File: src/rtl/hrr_div.sv
// ----------------------------------------------------------------------------
// Pipelined restoring divider
// One quotient bit per stage, with a side payload that travels alongside.
// ----------------------------------------------------------------------------
module hrr_div #(
    parameter int NW = 23,
    parameter int DW = 11,
    parameter int QW = 12,
    parameter type side_t = logic
) (
    input  logic          clk,
    input  logic          rst_n,
    input  logic          adv,
    input  logic          in_valid,
    input  logic [NW-1:0] dividend,
    input  logic [DW-1:0] divisor,
    input  side_t         side_in,
    output logic          out_valid,
    output logic [QW-1:0] quotient,
    output side_t         side_out
);

    logic [DW-1:0] rem_reg  [1:QW];
    logic [DW-1:0] rem_next [1:QW];
    logic [QW-1:0] low_reg  [1:QW];
    logic [QW-1:0] low_next [1:QW];
    logic [QW-1:0] quo_reg  [1:QW];
    logic [QW-1:0] quo_next [1:QW];
    logic [DW-1:0] dsr_reg  [1:QW];
    side_t         side_reg [1:QW];
    logic [QW:1]   valid_reg;

    genvar i;
    for (i = 1; i <= QW; i++)
    begin : g_stage
        logic [DW-1:0] rem_prev;
        logic [DW-1:0] dsr_prev;
        logic [QW-1:0] low_prev;
        logic [QW-1:0] quo_prev;
        side_t         side_prev;
        logic          valid_prev;
        logic [DW:0]   trial;
        logic [DW:0]   diff;
        logic          take;

        if (i == 1)
        begin : g_first
            // The upper dividend bits are below the divisor by construction.
            assign rem_prev   = DW'(dividend[NW-1:QW]);
            assign low_prev   = dividend[QW-1:0];
            assign quo_prev   = '0;
            assign dsr_prev   = divisor;
            assign side_prev  = side_in;
            assign valid_prev = in_valid;
        end
        else
        begin : g_rest
            assign rem_prev   = rem_reg[i-1];
            assign low_prev   = low_reg[i-1];
            assign quo_prev   = quo_reg[i-1];
            assign dsr_prev   = dsr_reg[i-1];
            assign side_prev  = side_reg[i-1];
            assign valid_prev = valid_reg[i-1];
        end

        assign trial       = {rem_prev, low_prev[QW-1]};
        assign diff        = trial - {1'b0, dsr_prev};
        assign take        = (trial >= {1'b0, dsr_prev});
        assign rem_next[i] = take ? diff[DW-1:0] : trial[DW-1:0];
        assign low_next[i] = {low_prev[QW-2:0], 1'b0};
        assign quo_next[i] = {quo_prev[QW-2:0], take};

        always_ff @(posedge clk or negedge rst_n)
        begin
            if (!rst_n)
            begin
                valid_reg[i] <= 1'b0;
            end
            else if (adv)
            begin
                valid_reg[i] <= valid_prev;
            end
        end

        always_ff @(posedge clk)
        begin
            if (adv)
            begin
                rem_reg[i]  <= rem_next[i];
                low_reg[i]  <= low_next[i];
                quo_reg[i]  <= quo_next[i];
                dsr_reg[i]  <= dsr_prev;
                side_reg[i] <= side_prev;
            end
        end
    end

    assign out_valid = valid_reg[QW];
    assign quotient  = quo_reg[QW];
    assign side_out  = side_reg[QW];

endmodule

File: config.mk
export PLATFORM = sky130hd
export DESIGN_NAME = hrr_div
export DESIGN_NICKNAME = d
export VERILOG_FILES = /design/src/rtl/hrr_div.sv
export SDC_FILE = /design/constraint.sdc
export NUM_CORES = 1
export LEC_CHECK = 0
export ABC_AREA = 0
export BUFFER_PORTS_ARGS = -buffer_cell sky130_fd_sc_hd__buf_2
export CORE_ASPECT_RATIO = 0.5
export CORE_MARGIN = 2
export CORE_UTILIZATION = 56
export DETAILED_ROUTE_END_ITERATION = 8
export GPL_ROUTABILITY_DRIVEN = 1
export PLACE_DENSITY = 0.76
export REMOVE_ABC_BUFFERS = 1
export SLEW_MARGIN = 10
export SYNTH_ARGS = -nofsm -noshare
export SYNTH_HDL_FRONTEND = slang
export SYNTH_SLANG_ARGS = --single-unit
export TNS_END_PERCENT = 1
File: constraint.sdc
create_clock -name clk -period 2.38 [get_ports clk]
set_input_delay 0.119 -clock clk [delete_from_list [all_inputs] [get_ports clk]]
set_output_delay 0.119 -clock clk [all_outputs]
set_load 0.03 [all_outputs]
==> impl_metrics.env <==
export IMPL_critical_path_top_delay_family="adder cells"
export IMPL_syn_avg_cell_area_um2=13.3
export IMPL_cts_htree_levels=2
export IMPL_status="finished with violations"
export IMPL_hold_violations=0
export IMPL_cts_tree="yes"
export IMPL_overflow=0
export IMPL_cpPeakStageDelay_ns=0.39
export IMPL_rsz0062_at_grt="yes"
export IMPL_die_area_um2=38000
export IMPL_numPortBuffers=52
export IMPL_synth_edf_count=398
export IMPL_fin_util_pct=67.1
export IMPL_initial_core_util_pct=56.8
export IMPL_cp_start_kind="flop"
export IMPL_multi_input_area_um2=7780
export IMPL_clk_path_buf_depth=3
export IMPL_fin_crit_ns=2.52
export IMPL_worstMarginPinSlew_ns=0.618
export IMPL_finalCritPeriodShare_pct=106
export IMPL_synth_main_ff_cell="edfxtp_1"
export IMPL_cts_buffers=38
export IMPL_clkLatencyLatePin_ns=0.54
export IMPL_async_flop_share_pct=2.93
export IMPL_via_per_inst=5.60
export IMPL_ant_nets=0
export IMPL_setup_ws_ns=-0.142
export IMPL_die_x_um=274
export IMPL_final_area_um2=24100
export IMPL_violations="setup timing"
export IMPL_nets=1932
export IMPL_n_antenna_cell=0
export IMPL_cp_max_fo=5
export IMPL_slew_violations=0
export IMPL_clk_pin_slew_ns=0.07
export IMPL_crit_type="flop to flop"
export IMPL_whs_ns=0.0829
export IMPL_ios=53
export IMPL_wire_per_inst_um=15.8
export IMPL_seq_area_frac_synth_pct=60.1
export IMPL_regArea_um2=12300
export IMPL_clkSinkCount=410
export IMPL_grt_usage_pct=18.8
export IMPL_path_buf_inv=1
export IMPL_yosysUniqueCellTypes=61
export IMPL_drc_errors=0
export IMPL_synth_area_um2=20400
export IMPL_via_count=12600
export IMPL_arrival_ns=2.80
export IMPL_cts_root_buf="clkbuf_16"
export IMPL_drive_gt1_share_pct=21.2
export IMPL_gp_congestion=0.886
export IMPL_hpwl_um=24500
export IMPL_ff2ff_setup_slack_ns=-0.14
export IMPL_coreArea_um2=35900
export IMPL_hold_path_class="primary input to flop"
export IMPL_power_leakage_nw=9.82
export IMPL_setup_viol=42
export IMPL_p_per_area_nw_per_um2=1170
export IMPL_area_delta_synth_final_pct=18.1
export IMPL_max_slew_margin_rel_pct=58.8
export IMPL_cpMaxStageDelayCell="edfxtp_1"
export IMPL_maxCapViolations=0
export IMPL_irDropWorstVdd_mv=0.502
export IMPL_dpl_instance_area_um2=21800
export IMPL_drtIter0Drc=508
export IMPL_crit_chain="ha_2 -> fa_2 -> nor2b_2 -> o21ai_2 -> a31oi_2 -> o2111ai_2 -> o211ai_1 -> bufbuf_16 -> mux2_2"
export IMPL_yosysWarnings=0
export IMPL_finClkSkew_ns=0.0142
export IMPL_nFillCells=2438
export IMPL_grt_max_degree=90
export IMPL_end_kind="flop"
export IMPL_fp_dieH_um=139
export IMPL_ys_seq_elements=410
export IMPL_antenna_found_initial=0
export IMPL_required_ns=2.66
export IMPL_grt_pass1_wl_um=58800
export IMPL_timing_fmax_mhz=396
export IMPL_grt_pass1_vias=13000
export IMPL_drt_pass1_iter_count=6
export IMPL_postSynthCellCount=1537
export IMPL_wirelength_um=35600
export IMPL_num_rows=49
[where the power goes]
part	switching, mW	total [mW]	internal, mW	leakage (nW)
Clock	2.65	6.24	3.60	0.608
Sequential	0.676	10.6	9.95	4.02
Combinational	5.48	11.2	5.72	5.19
Total	8.80	28.1	19.3	9.82
[cells by family (layout without fill, tap and decap cells)]
group | Yosys count | in the layout | share of synthesized area (%)
AO/OA/AOI/OAI | 307 | 309 | 9.91
XOR/XNOR | 48 | 48 | 2.06
adder cells (fa/ha/maj) | 143 | 143 | 9.19
buffers and inverters | 190 | 427 | 3.83
flip-flops | 410 | 410 | 60.1
multiplexers | 124 | 124 | 6.82
AND/OR/NAND/NOR | 315 | 315 | 8.04
[final timing paths]
check                                    start                endpoint  cells after the start
worst min register to register  low_reg[0][30]          low_reg[0][42]                      0
min in group asynchronous                rst_n   g_stage[6].valid_prev                      3
worst min-delay path                divisor[0]          rem_reg[0][11]                      3
max in group asynchronous                rst_n  g_stage[10].valid_prev                      3
worst max-delay path            dsr_reg[0][44]          rem_reg[0][61]                      9
worst max register to register  dsr_reg[0][44]          rem_reg[0][61]                      9
[through the flow]
stage | TNS [ns] | cells | setup slack (ns) | total power [mW]
2_1_floorplan | -12.42 | 1521 | -0.251 | 17.9
3_3_place_gp | -6.85 | 2144 | -0.157 | 20.2
3_5_place_dp | -13.05 | 2144 | -0.215 | 20.7
4_1_cts | -2.56 | 2260 | -0.103 | 27.9
5_1_grt | -9.52 | 2260 | -0.256 | 29.7
6_report | -2.34 | 2260 | -0.142 | 28.1
[routing by layer]
metal	vias to the layer above	global-route usage, %	wire length [um]	part of all wire, %
li1	6153	-	-	-
met1	6072	21.5	14500	41
met2	312	34.4	18400	52
met3	112	3.17	1300	3.6
met4	0	8.86	1410	4.0
met5	-	0	0	0
[cells in the mapped netlist (11+ instances only)]
library cell	instances	share of area, %
a21oi_1	90	2.2
o211ai_1	14	0.52
xnor2_1	44	1.9
nand3b_1	13	0.48
nor2b_1	28	0.86
o21ai_0	57	1.4
nand2_1	61	1.1
fa_1	11	1.1
a21boi_0	11	0.41
nand4_1	19	0.58
o2111ai_1	24	1.0
mux2_2	94	5.2
edfxtp_1	398	59
a21o_1	16	0.59
nor3_1	13	0.32
ha_1	132	8.1
inv_1	174	3.2
mux2i_1	24	1.2
o21a_1	15	0.55
nand3_1	18	0.44
or3_1	17	0.52
nand2b_1	32	0.98
dfrtp_1	12	1.5
nor2_1	82	1.5
[worst reg2reg max path, delay by kind of cell, from the launching register on]
kind            cells  cell delay (ns)
buf+inv             1             0.31
simple gates        1             0.14
fa+ha+maj           2             0.55
compound gates      4             0.54
flops               1             0.39
mux                 1             0.33
[area by class of cell]
| cell class | count | share of cell area, % |
|---|---|---|
| Multi-Input combinational cell | 939 | 32.3 |
| Clock buffer | 44 | 4.18 |
| Sequential cell | 410 | 50.9 |
| Timing Repair Buffer | 187 | 6.25 |
| Clock inverter | 22 | 1.11 |
| Inverter | 174 | 2.71 |
| Tap cell | 484 | 2.52 |
[cell usage in the layout, fill, tap and decap left out, types with 7 or more instances in the layout]
| cell | instances |
|---|---|
| edfxtp_1 | 398 |
| inv_1 | 173 |
| ha_1 | 121 |
| a21oi_1 | 87 |
| buf_4 | 83 |
| nor2_1 | 82 |
| mux2_2 | 62 |
| nand2_1 | 61 |
| o21ai_0 | 53 |
| buf_2 | 51 |
| xnor2_1 | 44 |
| clkbuf_16 | 39 |
| mux2_4 | 38 |
| dlygate4sd3_1 | 38 |
| nand2b_1 | 32 |
| mux2i_1 | 24 |
| o2111ai_1 | 20 |
| nand4_1 | 19 |
| nor2b_1 | 19 |
| or3_1 | 17 |
| nand3_1 | 16 |
| a21o_1 | 16 |
| o21a_1 | 15 |
| o211ai_1 | 14 |
| nor3_1 | 13 |
| nand3b_1 | 13 |
| o21ai_1 | 12 |
| dfrtp_1 | 12 |
| o21ai_2 | 11 |
| fa_2 | 10 |
| nor2b_2 | 9 |
| a21boi_0 | 9 |
| o22ai_1 | 9 |
| or4_1 | 8 |
| ha_2 | 8 |
| buf_6 | 8 |
| o211a_1 | 7 |
[what timing repair did]
| item | in CTS | in global routing |
|---|---|---|
| hold buffers | 38 | 0 |
| pin swaps | 21 | 6 |
| buffers inserted | 8 | 0 |
| endpoints found under the setup margin | 93 | 109 |
| resized for setup | 72 | 37 |
| endpoints found under the hold margin | 60 | 0 |
| gates cloned | 4 | 0 |
Power figures use the tool's default switching activity.
