File: src/rtl/hrr_pkg.sv
// ----------------------------------------------------------------------------
// Hue range remap package
// Shared types, register indexes, reset values and the divide-by-255 helper.
// ----------------------------------------------------------------------------
package hrr_pkg;

    localparam int HUE_W     = 12;
    localparam int CFG_W     = 13;
    localparam int CFG_IDX_W = 3;

    localparam logic [CFG_IDX_W-1:0] REG_FROM_START = 3'd0;
    localparam logic [CFG_IDX_W-1:0] REG_FROM_END   = 3'd1;
    localparam logic [CFG_IDX_W-1:0] REG_TO_START   = 3'd2;
    localparam logic [CFG_IDX_W-1:0] REG_TO_END     = 3'd3;
    localparam logic [CFG_IDX_W-1:0] REG_GRAY_THR   = 3'd4;
    localparam logic [CFG_IDX_W-1:0] REG_GRAY_MODE  = 3'd5;
    localparam logic [CFG_IDX_W-1:0] REG_GRAY_HUE   = 3'd6;
    localparam logic [CFG_IDX_W-1:0] REG_GRAY_SAT   = 3'd7;

    localparam logic [1:0] GRAY_NONE  = 2'd0;
    localparam logic [1:0] GRAY_SLICE = 2'd1;
    localparam logic [1:0] GRAY_TO    = 2'd2;
    // The fourth mode value is unused and behaves like GRAY_NONE.
    localparam logic [1:0] GRAY_RSVD  = 2'd3;

    localparam logic [12:0] FROM_START_RST = 13'd0;
    localparam logic [12:0] FROM_END_RST   = 13'd4095;
    localparam logic [12:0] TO_START_RST   = 13'd0;
    localparam logic [12:0] TO_END_RST     = 13'd4095;

    localparam int CHECKER_PERIOD_DEF = 20;
    localparam logic [7:0] CHECK_DARK  = 8'd102;
    localparam logic [7:0] CHECK_LIGHT = 8'd153;

    typedef struct packed {
        logic [7:0]  in_red;
        logic [7:0]  in_green;
        logic [7:0]  in_blue;
        logic [7:0]  in_alpha;
        logic [7:0]  select_weight;
        logic [11:0] pixel_row;
        logic [11:0] pixel_column;
    } pix_in_t;

    typedef struct packed {
        logic [7:0] out_red;
        logic [7:0] out_green;
        logic [7:0] out_blue;
    } pix_out_t;

    // One pixel in HSV form, with what the blend and composite still need.
    typedef struct packed {
        logic [HUE_W-1:0] hue;
        logic [7:0]       sat;
        logic [7:0]       val;
        logic [7:0]       red;
        logic [7:0]       green;
        logic [7:0]       blue;
        logic [7:0]       alpha;
        logic [7:0]       weight;
        logic             dark;
    } hsv_item_t;

    // Exact floor(x / 255) for any 16-bit x below 65280, by reciprocal multiplication.
    function automatic logic [7:0] div255(input logic [15:0] x);
        logic [32:0] prod;
        prod = x * 17'd32897;
        return prod[30:23];
    endfunction

endpackage

File: src/rtl/hrr_rgb_out.sv
// ----------------------------------------------------------------------------
// Hue range remap color back end
// HSV to RGB, blend with the original by weight, composite over the checker.
// ----------------------------------------------------------------------------
module hrr_rgb_out (
    input  logic               clk,
    input  logic               rst_n,
    input  logic               adv,
    input  logic               in_valid,
    input  hrr_pkg::hsv_item_t item,
    output logic               out_valid,
    output hrr_pkg::pix_out_t  pixel
);

    localparam logic [19:0] FULL_SCALE = 20'd1044480;
    localparam logic [27:0] HALF_SCALE = 28'd522240;

    logic [6:0] valid_reg;

    // Stage 1: sector, fraction and first products.
    hrr_pkg::hsv_item_t s1_item_reg;
    logic [2:0]  s1_sec_reg;
    logic [19:0] s1_sf_reg;
    logic [19:0] s1_sfc_reg;
    logic [15:0] s1_vs_reg;
    logic [14:0] h6;
    logic [11:0] frac;
    logic [12:0] frac_c;

    assign h6     = 15'(item.hue) * 15'd6;
    assign frac   = h6[11:0];
    assign frac_c = 13'd4096 - {1'b0, frac};

    // Stage 2: scaled q, t and p numerators.
    hrr_pkg::hsv_item_t s2_item_reg;
    logic [2:0]  s2_sec_reg;
    logic [15:0] s2_qn_reg;
    logic [15:0] s2_tn_reg;
    logic [15:0] s2_pn_reg;
    logic [27:0] xq;
    logic [27:0] xt;

    assign xq = s1_item_reg.val * (FULL_SCALE - s1_sf_reg) + HALF_SCALE;
    assign xt = s1_item_reg.val * (FULL_SCALE - s1_sfc_reg) + HALF_SCALE;

    // Stage 3: new color.
    hrr_pkg::hsv_item_t s3_item_reg;
    logic [7:0] s3_nr_reg, s3_ng_reg, s3_nb_reg;
    logic [7:0] pv, qv, tv;
    logic [7:0] nr, ng, nb;

    assign pv = hrr_pkg::div255(s2_pn_reg);
    assign qv = hrr_pkg::div255(s2_qn_reg);
    assign tv = hrr_pkg::div255(s2_tn_reg);

    always_comb
    begin
        case (s2_sec_reg)
            3'd0:    begin nr = s2_item_reg.val; ng = tv; nb = pv; end
            3'd1:    begin nr = qv; ng = s2_item_reg.val; nb = pv; end
            3'd2:    begin nr = pv; ng = s2_item_reg.val; nb = tv; end
            3'd3:    begin nr = pv; ng = qv; nb = s2_item_reg.val; end
            3'd4:    begin nr = tv; ng = pv; nb = s2_item_reg.val; end
            default: begin nr = s2_item_reg.val; ng = pv; nb = qv; end
        endcase
    end

    // Stage 4: blend numerators.
    hrr_pkg::hsv_item_t s4_item_reg;
    logic [15:0] s4_br_reg, s4_bg_reg, s4_bb_reg;
    logic [7:0]  inv_w;

    assign inv_w = 8'd255 - s3_item_reg.weight;

    // Stage 5: blended color.
    hrr_pkg::hsv_item_t s5_item_reg;
    logic [7:0] s5_cr_reg, s5_cg_reg, s5_cb_reg;

    // Stage 6: composite numerators.
    logic [15:0] s6_ar_reg, s6_ag_reg, s6_ab_reg;
    logic [7:0]  inv_a;
    logic [7:0]  bg;

    assign inv_a = 8'd255 - s5_item_reg.alpha;
    assign bg    = s5_item_reg.dark ? hrr_pkg::CHECK_DARK : hrr_pkg::CHECK_LIGHT;

    // Stage 7: result.
    hrr_pkg::pix_out_t s7_pix_reg;

    always_ff @(posedge clk or negedge rst_n)
    begin
        if (!rst_n)
        begin
            valid_reg <= '0;
        end
        else if (adv)
        begin
            valid_reg <= {valid_reg[5:0], in_valid};
        end
    end

    always_ff @(posedge clk)
    begin
        if (adv)
        begin
            s1_item_reg <= item;
            s1_sec_reg  <= h6[14:12];
            s1_sf_reg   <= 20'(item.sat * frac);
            s1_sfc_reg  <= 20'(item.sat * frac_c);
            s1_vs_reg   <= 16'(item.val * (8'd255 - item.sat));

            s2_item_reg <= s1_item_reg;
            s2_sec_reg  <= s1_sec_reg;
            s2_qn_reg   <= xq[27:12];
            s2_tn_reg   <= xt[27:12];
            s2_pn_reg   <= s1_vs_reg + 16'd127;

            s3_item_reg <= s2_item_reg;
            s3_nr_reg   <= nr;
            s3_ng_reg   <= ng;
            s3_nb_reg   <= nb;

            s4_item_reg <= s3_item_reg;
            s4_br_reg   <= 16'(inv_w * s3_item_reg.red)
                           + 16'(s3_item_reg.weight * s3_nr_reg) + 16'd127;
            s4_bg_reg   <= 16'(inv_w * s3_item_reg.green)
                           + 16'(s3_item_reg.weight * s3_ng_reg) + 16'd127;
            s4_bb_reg   <= 16'(inv_w * s3_item_reg.blue)
                           + 16'(s3_item_reg.weight * s3_nb_reg) + 16'd127;

            s5_item_reg <= s4_item_reg;
            s5_cr_reg   <= hrr_pkg::div255(s4_br_reg);
            s5_cg_reg   <= hrr_pkg::div255(s4_bg_reg);
            s5_cb_reg   <= hrr_pkg::div255(s4_bb_reg);

            s6_ar_reg   <= 16'(s5_item_reg.alpha * s5_cr_reg) + 16'(inv_a * bg) + 16'd127;
            s6_ag_reg   <= 16'(s5_item_reg.alpha * s5_cg_reg) + 16'(inv_a * bg) + 16'd127;
            s6_ab_reg   <= 16'(s5_item_reg.alpha * s5_cb_reg) + 16'(inv_a * bg) + 16'd127;

            s7_pix_reg.out_red   <= hrr_pkg::div255(s6_ar_reg);
            s7_pix_reg.out_green <= hrr_pkg::div255(s6_ag_reg);
            s7_pix_reg.out_blue  <= hrr_pkg::div255(s6_ab_reg);
        end
    end

    assign out_valid = valid_reg[6];
    assign pixel     = s7_pix_reg;

endmodule

File: config.mk
export PLATFORM = sky130hd
export DESIGN_NAME = hrr_rgb_out
export DESIGN_NICKNAME = d
export VERILOG_FILES = /design/src/rtl/hrr_pkg.sv /design/src/rtl/hrr_rgb_out.sv
export SDC_FILE = /design/constraint.sdc
export NUM_CORES = 2
export LEC_CHECK = 0
export BUFFER_PORTS_ARGS = -buffer_cell sky130_fd_sc_hd__buf_2
export CAP_MARGIN = 30
export CORE_MARGIN = 4
export CORE_UTILIZATION = 59
export CTS_CLUSTER_DIAMETER = 60
export CTS_CLUSTER_SIZE = 16
export DETAILED_ROUTE_END_ITERATION = 8
export GPL_ROUTABILITY_DRIVEN = 0
export PLACE_DENSITY = 0.75
export SYNTH_ARGS = -nofsm -noshare
export SYNTH_HDL_FRONTEND = slang
export SYNTH_SLANG_ARGS = --single-unit
File: constraint.sdc
create_clock -name clk -period 12.5 [get_ports clk]
set_input_delay 2.5 -clock clk [delete_from_list [all_inputs] [get_ports clk]]
set_output_delay 2.5 -clock clk [all_outputs]
set_load 0.03 [all_outputs]
==> flow_metrics.env <==
export IMPL_outcome="finished, final reports clean"
export IMPL_layout_setup_ws_ns=3.61
export IMPL_ant_nets=0
export IMPL_wl_per_cell_um=16.6
export IMPL_timing_hold_ws_ns=0.398
export IMPL_crit_required_ns=12.89
export IMPL_ys_seq_elements=439
export IMPL_drv_cap=0
export IMPL_start_kind="primary input"
export IMPL_ys_seq_area_frac=0.199
export IMPL_core_area_sq_um=111000
export IMPL_hold_buffers=0
export IMPL_finalSetupTns_ns=0
export IMPL_setup_viol=0
export IMPL_grt_overflow_total=0
export IMPL_area_delta_synth_final_pct=5.86
export IMPL_grt_usage=0.236
export IMPL_fmax_mhz=112
export IMPL_clkLatencyLatePin_ns=0.66
export IMPL_worstHoldPathType="reg2reg"
export IMPL_routed_wl_um=132000
export IMPL_clk_pin_slew_ns=0.07
export IMPL_synth_top_family_by_area="adder cells"
export IMPL_final_layout_size_suffix_gt1_frac=0.0457
export IMPL_cts_buffers_inserted=52
export IMPL_synth_area_per_cell_sq_um=10.3
export IMPL_rows=122
export IMPL_antenna_found_initial=1
export IMPL_multiInputGateArea_sq_um=47800
export IMPL_min_period_ns=8.89
export IMPL_clock_sinks=439
export IMPL_path_class="in2reg"
export IMPL_rsz0062_at_grt="false"
export IMPL_regArea_sq_um=13100
export IMPL_ioPinCount=98
export IMPL_dp_hpwl_um=105000
export IMPL_synth_edf_count=432
export IMPL_drv_slew=0
export IMPL_cts_tree="built"
export IMPL_cts_resized_gates=0
export IMPL_pre_cts_ws_ns=2.97
export IMPL_syn_inst=6377
export IMPL_nFillCells=8955
export IMPL_worstPathArrival_ns=9.28
export IMPL_period_share=0.711
export IMPL_synth_warning_count=0
export IMPL_synth_compound_area_share=0.0505
export IMPL_muxShareOfSynthArea=0.00512
export IMPL_drc=0
export IMPL_synth_xor_area_frac=0.0418
export IMPL_fp_dieH_um=342
export IMPL_synth_flop_cell="edfxtp_1"
export IMPL_synth_cell_types=87
export IMPL_yosys_area_share_simple=0.135
export IMPL_finalInstanceArea_sq_um=69800
export IMPL_post_cts_buffers=0
export IMPL_hold_viol=0
export IMPL_die_w_um=342
export IMPL_crit_path_end_kind="flop"
export IMPL_drtPass1Iterations=5
export IMPL_post_dp_cell_area_sq_um=68000
export IMPL_initial_core_util=0.595
export IMPL_grt_pass1_vias=47200
export IMPL_vias=43700
export IMPL_maxSlewHeadroom=0.304
export IMPL_grt_pass1_wl_um=227000
export IMPL_vias_per_cell=5.49
export IMPL_cts_max_level=2
export IMPL_synth_adder_area_share=0.492
export IMPL_cts_buffer_depth=3
export IMPL_clock_root_buffer="clkbuf_16"
export IMPL_finalClockSkew_ns=0.0319
export IMPL_die_area_sq_um=117000
export IMPL_port_buffers=97
export IMPL_drt_iter0_drc=2170
export IMPL_synthArstFlopShare=0.0159
export IMPL_nets=8539
export IMPL_cp_max_fo=13
export IMPL_syn_area_sq_um=65900
export IMPL_grt_max_degree=164
export IMPL_worstMarginPinSlew_ns=1.04
==> layout by cell type, fill, tap and decap left out, types with 73 or more instances in the layout <==
master,synthesis,final
inv_1,1174,1174
ha_1,1143,1143
fa_1,907,907
nand2_1,544,544
and2_1,449,449
edfxtp_1,432,432
xnor2_1,226,226
nor2b_1,178,178
nor2_1,162,162
a21oi_1,140,140
nand2b_1,128,128
buf_2,3,97
xor2_1,85,85
o21ai_0,75,75
nand3_1,73,73
==> stage by stage <==
| stage | util | instances |
|---|---|---|
| floorplan | - | 6380 |
| CTS | 0.630 | 7944 |
| global placement | 0.613 | 7846 |
| global route | 0.630 | 7946 |
| finish | 0.630 | 7946 |
| detailed placement | 0.614 | 7849 |
==> layout make-up <==
class,instances,area share
inverter,1176,0.0633
tap,1488,0.0267
antenna,1,0.0000359
multi-input combinational,4614,0.685
sequential,439,0.188
timing repair buffer,133,0.0111
clock inverter,37,0.00629
clock buffer,58,0.0193
==> kinds of logic after synthesis <==
logic type / Yosys count
compound gates: 493
xor+xnor: 313
fa+ha+maj: 2050
buf+inv: 1327
flops: 439
mux: 32
other cells: 2
simple gates: 1721
==> cells in the mapped netlist (11+ instances only) <==
library cell     n  area (sq um)
nand4_1         15          93.8
o21ai_0         75           375
clkbuf_1       138           518
a21oi_1        140           701
ha_1          1143         14300
xor2_1          85           744
inv_1         1174          4410
or2_2           25           156
a211oi_1        25           188
nand2_1        544          2040
mux2i_1         18           180
nor2b_1        178          1110
o21a_1          23           173
nand3_1         73           365
nor3_1          62           310
o31ai_1         11          82.6
nand2b_1       128           801
and3_1          34           213
and2_1         449          2810
a211o_1         16           140
a31oi_1         15          93.8
fa_1           907         18200
edfxtp_1       432         13000
a31o_2          15           131
o21bai_1        15           113
mux2_2          14           158
nor2_1         162           608
xnor2_1        226          1980
or3_1           17           106
o211ai_1        20           150
a21o_1          57           428
==> metal layers <==
metal  track usage  vias to the layer above  wire [um]
met2         0.427                      874      67800
met5             0                        -          0
met4        0.0727                        0       3790
met3        0.0234                      229       5620
li1              -                    20600          -
met1         0.299                    21900      55000
==> worst paths after layout <==
check | from | end | slack [ns] | cells past startpoint
worst max-delay path | item[57] | s1_sfc_reg[19]$_DFFE_PP_ | 3.61 | 22
worst min-delay path | s1_item_reg[1]$_DFFE_PP_ | s2_item_reg[1]$_DFFE_PP_ | 0.40 | 0
worst max register to register | s5_item_reg[0]$_DFFE_PP_ | s6_ab_reg[14]$_DFFE_PP_ | 4.06 | 24
worst min register to register | s1_item_reg[1]$_DFFE_PP_ | s2_item_reg[1]$_DFFE_PP_ | 0.40 | 0
max in group asynchronous | rst_n | valid_reg[3]$_DFFE_PN0P_ | 10.68 | 1
min in group asynchronous | rst_n | valid_reg[6]$_DFFE_PN0P_ | 1.67 | 1
==> critical path, stage by stage <==
cell and delay [ns]:
buf_2 0.18, ha_1 0.27, fa_1 0.43, a211oi_1 0.27
o21ai_0 0.17, a22oi_1 0.83, or4_4 0.30, nor2_1 0.05
xnor2_1 0.51, and2_1 0.25, fa_1 0.42, fa_1 0.57
fa_1 0.43, fa_1 0.44, ha_1 0.35, and2_1 0.20
a31o_2 0.21, a41oi_1 0.25, a211o_1 0.21, o21ai_0 0.14
a31oi_1 0.22, xnor2_1 0.08
Power is not shown: default switching activity piles up to over one toggle a cycle in this logic, so the estimate is an artifact.
